[src/assert_macros.svh]
// Assertion macros for the RTL files that check their own behavior.
`ifndef ASSERT_MACROS_SVH
`define ASSERT_MACROS_SVH
`ifndef ASSERT_OFF
// Checked property, switched off while reset is asserted.
`define ASSERT_CLKD(label, clk, rst_n, prop) \
  label: assert property (@(posedge clk) disable iff (!rst_n) prop) \
    else $error("assertion failed");
// Checked property that also holds while reset is asserted.
`define ASSERT_CLK(label, clk, prop) \
  label: assert property (@(posedge clk) prop) else $error("assertion failed");
`else
`define ASSERT_CLKD(label, clk, rst_n, prop)
`define ASSERT_CLK(label, clk, prop)
`endif
`endif

[src/pscc_pkg.sv]
// Types and constants shared by the clamped PID speed controller.
package pscc_pkg;

  localparam int ACC_W      = 21;
  localparam int GAIN_W     = 24;
  localparam int LIMIT_W    = 20;
  localparam int CMD_W      = 15;
  localparam int CFG_DATA_W = 32;
  localparam int CFG_ADDR_W = 5;
  localparam int FRAC_SHIFT = 8;

  localparam logic [GAIN_W-1:0]  P_GAIN_RST = 24'd3277;
  localparam logic [GAIN_W-1:0]  I_GAIN_RST = 24'd66;
  localparam logic [GAIN_W-1:0]  D_GAIN_RST = 24'd655;
  localparam logic [LIMIT_W-1:0] LIMIT_RST  = 20'd50000;
  localparam logic [CMD_W-1:0]   FLOOR_RST  = 15'd0;
  localparam logic [CMD_W-1:0]   CEIL_RST   = 15'd25600;

  typedef enum logic [2:0] {
    REG_P_GAIN  = 3'd0,
    REG_I_GAIN  = 3'd1,
    REG_D_GAIN  = 3'd2,
    REG_I_LIMIT = 3'd3,
    REG_FLOOR   = 3'd4,
    REG_CEIL    = 3'd5
  } reg_idx_t;

  typedef struct packed {
    logic [GAIN_W-1:0]  p_gain;
    logic [GAIN_W-1:0]  i_gain;
    logic [GAIN_W-1:0]  d_gain;
    logic [LIMIT_W-1:0] i_limit;
    logic [CMD_W-1:0]   out_floor;
    logic [CMD_W-1:0]   out_ceil;
  } cfg_t;

  typedef struct packed {
    logic empty;
    logic full;
  } q_stat_t;

  typedef struct packed {
    logic s1_valid;
    logic s2_valid;
  } back_stat_t;

endpackage

[src/pscc_cfg.sv]
// Configuration register file behind the APB-style port.
module pscc_cfg (
  input  logic                              clk,
  input  logic                              rst_n,
  input  logic                              psel,
  input  logic                              penable,
  input  logic                              pwrite,
  input  logic [pscc_pkg::CFG_ADDR_W-1:0]   paddr,
  input  logic [pscc_pkg::CFG_DATA_W-1:0]   pwdata,
  output logic [pscc_pkg::CFG_DATA_W-1:0]   prdata,
  output logic                              pready,
  output pscc_pkg::cfg_t                    cfg
);

  pscc_pkg::cfg_t     cfg_r;
  pscc_pkg::reg_idx_t idx;
  logic               wr_en;

  assign idx    = pscc_pkg::reg_idx_t'(paddr[pscc_pkg::CFG_ADDR_W-1:2]);
  assign wr_en  = psel && penable && pwrite;
  assign pready = 1'b1;
  assign cfg    = cfg_r;

  always_ff @(posedge clk) begin
    if (!rst_n) begin
      cfg_r.p_gain    <= pscc_pkg::P_GAIN_RST;
      cfg_r.i_gain    <= pscc_pkg::I_GAIN_RST;
      cfg_r.d_gain    <= pscc_pkg::D_GAIN_RST;
      cfg_r.i_limit   <= pscc_pkg::LIMIT_RST;
      cfg_r.out_floor <= pscc_pkg::FLOOR_RST;
      cfg_r.out_ceil  <= pscc_pkg::CEIL_RST;
    end else if (wr_en) begin
      case (idx)
        pscc_pkg::REG_P_GAIN:  cfg_r.p_gain    <= pwdata[pscc_pkg::GAIN_W-1:0];
        pscc_pkg::REG_I_GAIN:  cfg_r.i_gain    <= pwdata[pscc_pkg::GAIN_W-1:0];
        pscc_pkg::REG_D_GAIN:  cfg_r.d_gain    <= pwdata[pscc_pkg::GAIN_W-1:0];
        pscc_pkg::REG_I_LIMIT: cfg_r.i_limit   <= pwdata[pscc_pkg::LIMIT_W-1:0];
        pscc_pkg::REG_FLOOR:   cfg_r.out_floor <= pwdata[pscc_pkg::CMD_W-1:0];
        pscc_pkg::REG_CEIL:    cfg_r.out_ceil  <= pwdata[pscc_pkg::CMD_W-1:0];
        default: ;
      endcase
    end
  end

  always_comb begin
    prdata = '0;
    case (idx)
      pscc_pkg::REG_P_GAIN:  prdata = pscc_pkg::CFG_DATA_W'(cfg_r.p_gain);
      pscc_pkg::REG_I_GAIN:  prdata = pscc_pkg::CFG_DATA_W'(cfg_r.i_gain);
      pscc_pkg::REG_D_GAIN:  prdata = pscc_pkg::CFG_DATA_W'(cfg_r.d_gain);
      pscc_pkg::REG_I_LIMIT: prdata = pscc_pkg::CFG_DATA_W'(cfg_r.i_limit);
      pscc_pkg::REG_FLOOR:   prdata = pscc_pkg::CFG_DATA_W'(cfg_r.out_floor);
      pscc_pkg::REG_CEIL:    prdata = pscc_pkg::CFG_DATA_W'(cfg_r.out_ceil);
      default:               prdata = '0;
    endcase
  end

endmodule

[src/pscc_front.sv]
// Front end: takes a request, forms the error, the clamped integral and the derivative.
module pscc_front #(
  parameter int SPEED_BITS = 16
) (
  input  logic                               clk,
  input  logic                               rst_n,
  input  logic                               in_valid,
  output logic                               in_stall,
  input  logic [SPEED_BITS-1:0]              in_target_speed,
  input  logic [SPEED_BITS-1:0]              in_measured_speed,
  input  logic [pscc_pkg::LIMIT_W-1:0]       i_limit,
  input  logic                               q_full,
  output logic                               push,
  output logic signed [SPEED_BITS:0]         err,
  output logic signed [pscc_pkg::ACC_W-1:0]  acc_nxt,
  output logic signed [SPEED_BITS+1:0]       deriv
);

  localparam int ERR_W  = SPEED_BITS + 1;
  localparam int DER_W  = SPEED_BITS + 2;
  localparam int ASUM_W = ((ERR_W > pscc_pkg::ACC_W) ? ERR_W : pscc_pkg::ACC_W) + 1;

  logic signed [pscc_pkg::ACC_W-1:0] acc_r;
  logic signed [ERR_W-1:0]           last_err_r;
  logic signed [ASUM_W-1:0]          acc_sum;
  logic signed [ASUM_W-1:0]          lim_w;
  logic signed [ASUM_W-1:0]          acc_sat;
  logic                              accept;

  assign in_stall = q_full;
  assign accept   = in_valid && !in_stall;
  assign push     = accept;

  assign err     = $signed({1'b0, in_target_speed}) - $signed({1'b0, in_measured_speed});
  assign acc_sum = ASUM_W'(err) + ASUM_W'(acc_r);
  assign lim_w   = $signed({{(ASUM_W - pscc_pkg::LIMIT_W){1'b0}}, i_limit});

  always_comb begin
    if (acc_sum > lim_w) begin
      acc_sat = lim_w;
    end else if (acc_sum < -lim_w) begin
      acc_sat = -lim_w;
    end else begin
      acc_sat = acc_sum;
    end
  end

  // The saturated sum always fits the accumulator since the limit is below its range.
  assign acc_nxt = acc_sat[pscc_pkg::ACC_W-1:0];
  assign deriv   = DER_W'(err) - DER_W'(last_err_r);

  always_ff @(posedge clk) begin
    if (!rst_n) begin
      acc_r      <= '0;
      last_err_r <= '0;
    end else if (accept) begin
      acc_r      <= acc_nxt;
      last_err_r <= err;
    end
  end

endmodule

[src/pscc_queue.sv]
// Short first-in first-out queue between the front end and the back end.
module pscc_queue #(
  parameter int DATA_W = 8,
  parameter int ADDR_W = 2
) (
  input  logic              clk,
  input  logic              rst_n,
  input  logic              push,
  input  logic [DATA_W-1:0] wdata,
  input  logic              pop,
  output logic [DATA_W-1:0] rdata,
  output pscc_pkg::q_stat_t stat
);

  localparam int DEPTH = 1 << ADDR_W;

  logic [DATA_W-1:0] mem_r [DEPTH];
  logic [ADDR_W-1:0] wr_ptr_r;
  logic [ADDR_W-1:0] rd_ptr_r;
  logic [ADDR_W:0]   count_r;
  logic [ADDR_W:0]   count_nxt;

  assign stat.empty = (count_r == '0);
  assign stat.full  = (count_r == (ADDR_W + 1)'(DEPTH));
  assign rdata      = mem_r[rd_ptr_r];

  always_comb begin
    count_nxt = count_r;
    case ({push, pop})
      2'b10:   count_nxt = count_r + 1'b1;
      2'b01:   count_nxt = count_r - 1'b1;
      default: count_nxt = count_r;
    endcase
  end

  always_ff @(posedge clk) begin
    if (!rst_n) begin
      wr_ptr_r <= '0;
      rd_ptr_r <= '0;
      count_r  <= '0;
    end else begin
      count_r <= count_nxt;
      if (push) begin
        wr_ptr_r <= wr_ptr_r + 1'b1;
      end
      if (pop) begin
        rd_ptr_r <= rd_ptr_r + 1'b1;
      end
    end
  end

  always_ff @(posedge clk) begin
    if (push) begin
      mem_r[wr_ptr_r] <= wdata;
    end
  end

endmodule

[src/pscc_back.sv]
// Back end: gain multiplies, term sum, floor shift and output clamp, with a result register.
module pscc_back #(
  parameter int SPEED_BITS = 16
) (
  input  logic                                    clk,
  input  logic                                    rst_n,
  input  logic                                    q_empty,
  output logic                                    pop,
  input  logic signed [SPEED_BITS:0]              err,
  input  logic signed [pscc_pkg::ACC_W-1:0]       acc,
  input  logic signed [SPEED_BITS+1:0]            deriv,
  input  pscc_pkg::cfg_t                          cfg,
  output logic                                    out_valid,
  input  logic                                    out_stall,
  output logic [pscc_pkg::CMD_W-1:0]              out_valve_command,
  output pscc_pkg::back_stat_t                    stat
);

  localparam int ERR_W = SPEED_BITS + 1;
  localparam int DER_W = SPEED_BITS + 2;
  localparam int PW    = pscc_pkg::GAIN_W + 1 + ERR_W;
  localparam int IW    = pscc_pkg::GAIN_W + 1 + pscc_pkg::ACC_W;
  localparam int DW    = pscc_pkg::GAIN_W + 1 + DER_W;
  localparam int MW1   = (PW > IW) ? PW : IW;
  localparam int MW    = (MW1 > DW) ? MW1 : DW;
  localparam int SUM_W = MW + 2;

  logic                    s1_v_r;
  logic                    s2_v_r;
  logic                    out_v_r;
  logic signed [PW-1:0]    p_r;
  logic signed [IW-1:0]    i_r;
  logic signed [DW-1:0]    d_r;
  logic signed [SUM_W-1:0] sum_r;
  logic signed [SUM_W-1:0] shifted;
  logic signed [SUM_W-1:0] ceil_w;
  logic signed [SUM_W-1:0] floor_w;
  logic signed [SUM_W-1:0] clamped;
  logic [pscc_pkg::CMD_W-1:0] cmd_r;
  logic                    out_adv;
  logic                    s2_adv;
  logic                    s1_adv;

  assign out_adv = !out_v_r || !out_stall;
  assign s2_adv  = !s2_v_r || out_adv;
  assign s1_adv  = !s1_v_r || s2_adv;
  assign pop     = !q_empty && s1_adv;

  assign shifted = sum_r >>> pscc_pkg::FRAC_SHIFT;
  assign ceil_w  = $signed({{(SUM_W - pscc_pkg::CMD_W){1'b0}}, cfg.out_ceil});
  assign floor_w = $signed({{(SUM_W - pscc_pkg::CMD_W){1'b0}}, cfg.out_floor});

  // Ceiling first, then floor, so the floor wins when the two cross.
  always_comb begin
    clamped = shifted;
    if (clamped > ceil_w) begin
      clamped = ceil_w;
    end
    if (clamped < floor_w) begin
      clamped = floor_w;
    end
  end

  always_ff @(posedge clk) begin
    if (!rst_n) begin
      s1_v_r  <= 1'b0;
      s2_v_r  <= 1'b0;
      out_v_r <= 1'b0;
    end else begin
      if (s1_adv) begin
        s1_v_r <= pop;
      end
      if (s2_adv) begin
        s2_v_r <= s1_v_r;
      end
      if (out_adv) begin
        out_v_r <= s2_v_r;
      end
    end
  end

  always_ff @(posedge clk) begin
    if (pop) begin
      p_r <= $signed({1'b0, cfg.p_gain}) * err;
      i_r <= $signed({1'b0, cfg.i_gain}) * acc;
      d_r <= $signed({1'b0, cfg.d_gain}) * deriv;
    end
    if (s2_adv && s1_v_r) begin
      sum_r <= SUM_W'(p_r) + SUM_W'(i_r) + SUM_W'(d_r);
    end
    if (out_adv && s2_v_r) begin
      cmd_r <= clamped[pscc_pkg::CMD_W-1:0];
    end
  end

  assign out_valid         = out_v_r;
  assign out_valve_command = cmd_r;
  assign stat.s1_valid     = s1_v_r;
  assign stat.s2_valid     = s2_v_r;

endmodule

[src/pid_speed_controller_clamped_unit.sv]
// Top level of the clamped positional PID speed controller.
`include "assert_macros.svh"

// Takes one control request per cycle while the queue is not full, and returns one valve
// command per request, in order. The front end updates the integral accumulator and the
// stored error in the cycle the request is taken; that single add-and-clamp is the loop that
// sets the rate of one request per clock. A queue of 2**QUEUE_ADDR_BITS entries decouples it
// from the back end, whose multiply and sum registers and the result register, which takes
// the clamped command, carry each command to the output. The user must write gains and
// limits only while no request is in flight; the block itself does not enforce this.
module pid_speed_controller_clamped_unit #(
  parameter int SPEED_BITS      = 16,
  parameter int QUEUE_ADDR_BITS = 2
) (
  input  logic                              clk,
  input  logic                              rst_n,
  input  logic                              in_valid,
  output logic                              in_stall,
  input  logic [SPEED_BITS-1:0]             in_target_speed,
  input  logic [SPEED_BITS-1:0]             in_measured_speed,
  output logic                              out_valid,
  input  logic                              out_stall,
  output logic [pscc_pkg::CMD_W-1:0]        out_valve_command,
  input  logic                              psel,
  input  logic                              penable,
  input  logic                              pwrite,
  input  logic [pscc_pkg::CFG_ADDR_W-1:0]   paddr,
  input  logic [pscc_pkg::CFG_DATA_W-1:0]   pwdata,
  output logic [pscc_pkg::CFG_DATA_W-1:0]   prdata,
  output logic                              pready
);

  localparam int ERR_W  = SPEED_BITS + 1;
  localparam int DER_W  = SPEED_BITS + 2;
  localparam int DATA_W = ERR_W + pscc_pkg::ACC_W + DER_W;

  pscc_pkg::cfg_t                    cfg;
  pscc_pkg::q_stat_t                 q_stat;
  pscc_pkg::back_stat_t              bk_stat;
  logic                              push;
  logic                              pop;
  logic signed [ERR_W-1:0]           f_err;
  logic signed [pscc_pkg::ACC_W-1:0] f_acc;
  logic signed [DER_W-1:0]           f_deriv;
  logic [DATA_W-1:0]                 q_wdata;
  logic [DATA_W-1:0]                 q_rdata;
  logic signed [ERR_W-1:0]           b_err;
  logic signed [pscc_pkg::ACC_W-1:0] b_acc;
  logic signed [DER_W-1:0]           b_deriv;

  pscc_cfg u_cfg (
    .clk     (clk),
    .rst_n   (rst_n),
    .psel    (psel),
    .penable (penable),
    .pwrite  (pwrite),
    .paddr   (paddr),
    .pwdata  (pwdata),
    .prdata  (prdata),
    .pready  (pready),
    .cfg     (cfg)
  );

  pscc_front #(
    .SPEED_BITS (SPEED_BITS)
  ) u_front (
    .clk               (clk),
    .rst_n             (rst_n),
    .in_valid          (in_valid),
    .in_stall          (in_stall),
    .in_target_speed   (in_target_speed),
    .in_measured_speed (in_measured_speed),
    .i_limit           (cfg.i_limit),
    .q_full            (q_stat.full),
    .push              (push),
    .err               (f_err),
    .acc_nxt           (f_acc),
    .deriv             (f_deriv)
  );

  assign q_wdata = {f_err, f_acc, f_deriv};

  pscc_queue #(
    .DATA_W (DATA_W),
    .ADDR_W (QUEUE_ADDR_BITS)
  ) u_queue (
    .clk   (clk),
    .rst_n (rst_n),
    .push  (push),
    .wdata (q_wdata),
    .pop   (pop),
    .rdata (q_rdata),
    .stat  (q_stat)
  );

  assign b_err   = q_rdata[DATA_W-1 -: ERR_W];
  assign b_acc   = q_rdata[DER_W +: pscc_pkg::ACC_W];
  assign b_deriv = q_rdata[DER_W-1:0];

  pscc_back #(
    .SPEED_BITS (SPEED_BITS)
  ) u_back (
    .clk               (clk),
    .rst_n             (rst_n),
    .q_empty           (q_stat.empty),
    .pop               (pop),
    .err               (b_err),
    .acc               (b_acc),
    .deriv             (b_deriv),
    .cfg               (cfg),
    .out_valid         (out_valid),
    .out_stall         (out_stall),
    .out_valve_command (out_valve_command),
    .stat              (bk_stat)
  );

  // Right after reset nothing is in flight and the front end is open.
  `ASSERT_CLK(a_reset_clean, clk, !rst_n |=> !out_valid && !in_stall)
  // A result only appears after the sum stage held a request.
  `ASSERT_CLKD(a_out_from_sum, clk, rst_n, $rose(out_valid) |-> $past(bk_stat.s2_valid))
  // The multiply stage only fills from a queue that held a request.
  `ASSERT_CLKD(a_mul_from_queue, clk, rst_n, $rose(bk_stat.s1_valid) |-> $past(!q_stat.empty))

endmodule

[config.mk]
export PLATFORM = sky130hd
export DESIGN_NAME = pid_speed_controller_clamped_unit
export DESIGN_NICKNAME = d
export VERILOG_FILES = /design/src/pscc_pkg.sv /design/src/pscc_cfg.sv /design/src/pscc_front.sv /design/src/pscc_queue.sv /design/src/pscc_back.sv /design/src/pid_speed_controller_clamped_unit.sv
export VERILOG_INCLUDE_DIRS = /design/src /design/src/src
export SDC_FILE = /design/constraint.sdc
export NUM_CORES = 2
export LEC_CHECK = 0
export BUFFER_PORTS_ARGS = -buffer_cell sky130_fd_sc_hd__buf_4
export CAP_MARGIN = 40
export CORE_MARGIN = 3
export CORE_UTILIZATION = 49
export DETAILED_ROUTE_END_ITERATION = 16
export HOLD_SLACK_MARGIN = 0.05
export PLACE_DENSITY_LB_ADDON = 0.25
export SYNTH_ARGS = -nofsm -noshare
export SYNTH_HDL_FRONTEND = slang
export SYNTH_HIERARCHICAL = 1
export SYNTH_SLANG_ARGS = --single-unit
[constraint.sdc]
create_clock -name clk -period 12 [get_ports clk]
set_input_delay 1.8 -clock clk [delete_from_list [all_inputs] [get_ports clk]]
set_output_delay 1.8 -clock clk [all_outputs]
set_load 0.05 [all_outputs]
# After elaboration in Yosys (flattened, before gate mapping)
# Memories as Yosys holds them, arrays and structs flattened. A register that Yosys moved wholly into a read port is not among the register bits.
# Index checks and enable logic that the tools add are counted.
word_totals:
  regBits: 364
  elab_cells: 79
  mem_count: 1
  input_bits: 76
  ramBits: 224
  out_inout_bits: 50
memory_table:
  columns: ["memory", "words", "word_bits", "read_ports", "rd_ports_with_merged_regs", "write_ports", "line_no", "rtl"]
  rows:
  - ["u_queue.mem_r", 4, 56, 1, 1, 1, "pscc_queue.sv:17", "logic [DATA_W-1:0] mem_r [DEPTH];"]
classes:
  eq_ne: 8
  magnitude_cmp: 4
  reduce_logical: 24
  n_addsub: 10
  n_mul: 3
  muxes: 10
ops:
  columns: ["op", "count"]
  rows:
  - ["24-bit one-hot mux with 6 select lines", 1]
  - ["47-bit by 43-bit adder with 48-bit output", 1]
  - ["48-bit by 16-bit < comparator with 1-bit output", 1]
  - ["48-bit two-way mux", 1]
  - ["42-bit by 46-bit adder with 47-bit output", 1]
  - ["25-bit by 21-bit multiplier with 46-bit output", 1]
  - ["25-bit by 18-bit multiplier with 43-bit output", 1]
  - ["25-bit by 17-bit multiplier with 42-bit output", 1]
  - ["21-bit two-way mux", 2]
  - ["40-bit by 16-bit greater-than comparator with 1-bit output", 1]
  - ["17-bit by 21-bit adder with 22-bit output", 1]
  - ["22-bit by 21-bit greater-than comparator with 1-bit output", 1]
  - ["22-bit < comparator", 1]
  - ["20-bit negator with 22-bit output", 1]
  - ["17-bit by 17-bit subtractor with 18-bit output", 1]
  - ["16-bit by 16-bit subtractor with 17-bit output", 1]
  - ["15-bit two-way mux", 1]
  - ["2-bit AND reduction", 6]
  - ["3-bit == test (second input constant)", 3]
  - ["3-bit by 2-bit == test with 1-bit output (second input constant)", 2]
  - ["1-bit logical AND", 6]
  - ["1-bit logical NOT", 6]
  - ["3-bit logical NOT", 2]
  - ["3-bit one-hot mux with 2 select lines", 1]
  - ["other kinds (10)", 15]

# Depth between registers and ports, before layout
depth:
  ltp_word: 7
  depth_mapped: 34
  depth_no_buf: 32

# Modules after synthesis
# The synthesis kept the hierarchy.
modules_own_cells:
  columns: ["mod", "area_each_um2", "seq_area_each_um2", "cells_per_inst", "n_inst"]
  rows:
  - ["pscc_back", 53617.7, 5645.4, 5712, 1]
  - ["pscc_queue", 8565.7, 6906.6, 338, 1]
  - ["pscc_front", 6286.0, 760.7, 888, 1]
  - ["pscc_cfg", 5570.3, 2442.3, 576, 1]

# Worst setup path after synthesis
# Ideal clock, no wire load.
synth_timing:
  kind: "input -> register"
  from: "in out_stall"
  to: "reg u_queue.count_r[2]"
  n_path_buf: 0
  cell_stages: 8
  setup_slack_ns: 1.473
  setup_time_ns: 0.076
  arrival_time_ns: 10.451
  required_ns: 11.924
  cell_sequence: "and3_1 a21oi_1 ha_1 inv_1 fa_1 xor2_1 or3_1 a21boi_0"
synth_between:
  elab_chain_len: 7
  word_cells_on_any_way: 9
  cone_classes: "2 x eq/ne; 1 x mux; 6 x reduce/logical"
synth_rtl:
  columns: ["element", "line_no", "rtl"]
  rows:
  - ["from (decl)", "pid_speed_controller_clamped_unit.sv:22", "input logic out_stall,"]
  - ["1-bit logical NOT *", "pscc_back.sv:44", "assign out_adv = !out_v_r || !out_stall;"]
  - ["1-bit logical OR *", "pscc_back.sv:44", null]
  - ["1-bit logical OR *", "pscc_back.sv:45", "assign s2_adv = !s2_v_r || out_adv;"]
  - ["1-bit logical OR *", "pscc_back.sv:46", "assign s1_adv = !s1_v_r || s2_adv;"]
  - ["1-bit logical AND *", "pscc_back.sv:47", "assign pop = !q_empty && s1_adv;"]
  - ["net pop", "pid_speed_controller_clamped_unit.sv:41", "logic pop;"]
  - ["2-bit by 1-bit == test with 1-bit output / 2-bit == test (equally long branches)", "pscc_queue.sv:29", "case ({push, pop})"]
  - ["3-bit one-hot mux with 2 select lines / 2-bit nonzero test (equally long branches)", null, null]
  - ["to (signal assigned)", "pscc_queue.sv:42", "count_r <= count_nxt;"]
  - ["to (decl)", "pscc_queue.sv:20", "logic [ADDR_W:0] count_r;"]
# The timed path passes the listed nets; every way through them passes the cells marked *.
# A chain may end at the register's enable or synchronous reset.

==> results.tsv <==
metric	value	unit
nets	9373	
final_cell_mix	inv_1 (1442), fa_1 (1146), nand2_1 (1021), ha_1 (646), and2_1 (564)	
maxCapViolCount	0	
fmax	0.1080	GHz
fp.dieH	394.7	um
crit_type	register to register	
cts.sinks	582	
fillCellCount	13480	
hold_viol	0	
dr_total_vias	52970	
clk_path_buf_depth	3	
port_buffers	106	
cts_tree	done	
cts-resized-gates	0	
syn_area	74020	um^2
dp_hpwl	161800	um
core_area	150000	um^2
floorplan.initialDensity	49.37	%
overflow	0	
die_area	155800	um^2
crit_path_end_kind	register	
worst_ep_required_time	12.38	ns
setup_viol_count_final	0	
crit_fanout	24	
grt_setup_unrepaired	no	
antenna_found_initial	4	
grt_util_all_layers	26.61	%
detail_route.vias_per_cell	5.531	
chipWidth	394.7	um
grt_pass1_vias	55370	
timing.final.ws_setup	2.740	ns
setup.worst_path.start_class	register	
cts_root_buf	clkbuf_16	
cts_inserted_buffers	68	
drcViolationCount	0	
status	finished, final reports clean	
fin_util	53.05	%
grt_max_degree	71	
slew_viol_final	0	
clk_pin_slew_worst_paths	0.06	ns
drive_gt1_share	6.441	%
dr.pass1.iters	9	
fin_area	79550	um^2
worst_pin_slew	1.005	ns
cts-hold-fix-buffers	0	
post-cts-setup-buffers	0	
arrival	9.64	ns
yosysWarnings	6	
wl_per_cell	21.38	um
dpl_cell_area	77180	um^2
min_path_type	register to register	
htreeDepth	3	
min_period_over_period	77.17	%
grt_pass1_wl	320000	um
drt_wl_total	204800	um
areaGrowthSynthToFinish	7.467	%
drtIter0Drc	4277	
num_io_pins	126	
layout_commonest_cell	inv_1	
netlist_instances	7512	
placementRows	142	
fin_setup_tns	0	ns
period_needed	9.260	ns
gp_congestion	0.9660	
synth.avg_cell_area	9.854	um^2
dp_slack	2.483	ns
fin_worst_skew	0.03443	ns
ant_nets	0	
clk_latency	0.66	ns
maxSlewHeadroom	32.99	%
-- per-stage QoR --
step,instances,hold slack [ns]
finish,9578,0.4558
global route,9577,0.4713
CTS,9573,0.4563
detailed placement,9447,0.4475
global placement,9420,0.4419
floorplan,7519,0.4363
-- worst paths after layout --
path / start / endpoint / slack, ns / cells past startpoint
min reg2reg: u_front/last_err_r[3]$_SDFFE_PN0P_ / u_front/last_err_r[3]$_SDFFE_PN0P_ / 0.46 / 2
max: register / u_back/i_r[42]$_DFFE_PP_ / 2.74 / 26
max reg2reg: register / u_back/i_r[42]$_DFFE_PP_ / 2.74 / 26
min: u_front/last_err_r[3]$_SDFFE_PN0P_ / u_front/last_err_r[3]$_SDFFE_PN0P_ / 0.46 / 2
-- critical path, stage by stage (launching register included) --
cell	delay, ns
dfxtp_4	0.60
buf_4	0.54
mux4_2	0.86
and2_1	0.27
fa_1	0.53
inv_1	0.05
fa_1	0.45
fa_1	0.51
inv_1	0.05
fa_1	0.56
fa_1	0.44
fa_1	0.53
inv_1	0.06
fa_1	0.48
inv_1	0.04
ha_1	0.35
a21o_1	0.22
a21o_1	0.18
a21oi_1	0.24
nand2_1	0.08
o211ai_1	0.46
o31ai_1	0.26
a41oi_1	0.39
nor2b_1	0.28
o21ai_0	0.14
a211oi_1	0.25
a31oi_1	0.06
-- area by class of cell --
| cell class | instances | area (um^2) | share of cell area (%) |
|---|---|---|---|
| Multi-Input combinational cell | 5164 | 51460 | 64.68 |
| Sequential cell | 582 | 15760 | 19.81 |
| Inverter | 1447 | 5431 | 6.828 |
| Tap cell | 2016 | 2522 | 3.171 |
| Timing Repair Buffer | 242 | 2041 | 2.565 |
| Clock buffer | 90 | 1857 | 2.334 |
| Clock inverter | 36 | 481.7 | 0.6055 |
| Antenna cell | 1 | 2.502 | 0.003146 |
-- flip-flops by register name, indices dropped and copies added (netlist names), named ones only --
| name | cells |
|---|---|
| u_queue/mem_r | 224 |
| u_cfg/cfg | 122 |
| u_back/i_r | 46 |
| u_back/d_r | 43 |
| u_back/p_r | 42 |
| u_back/sum_r | 40 |
| u_front/acc_r | 21 |
| u_front/last_err_r | 17 |
| u_back/out_valve_command | 15 |
| u_queue/count_r | 3 |
| u_queue/rd_ptr_r | 2 |
| u_queue/wr_ptr_r | 2 |
| u_back/out_valid | 1 |
| u_back/s1_v_r | 1 |
| u_back/s2_v_r | 1 |
-- metal layers --
metal	wire length, um	vias up	GRT usage [%]
met4	7627	0	9.256
li1	-	23730	-
met2	95390	1921	42.99
met1	85880	27040	36.32
met5	0	-	0
met3	15870	284	4.601
Power is left out: the tool's default activity adds up to more than one toggle a clock period on the data nets, which glitch-free logic cannot reach.
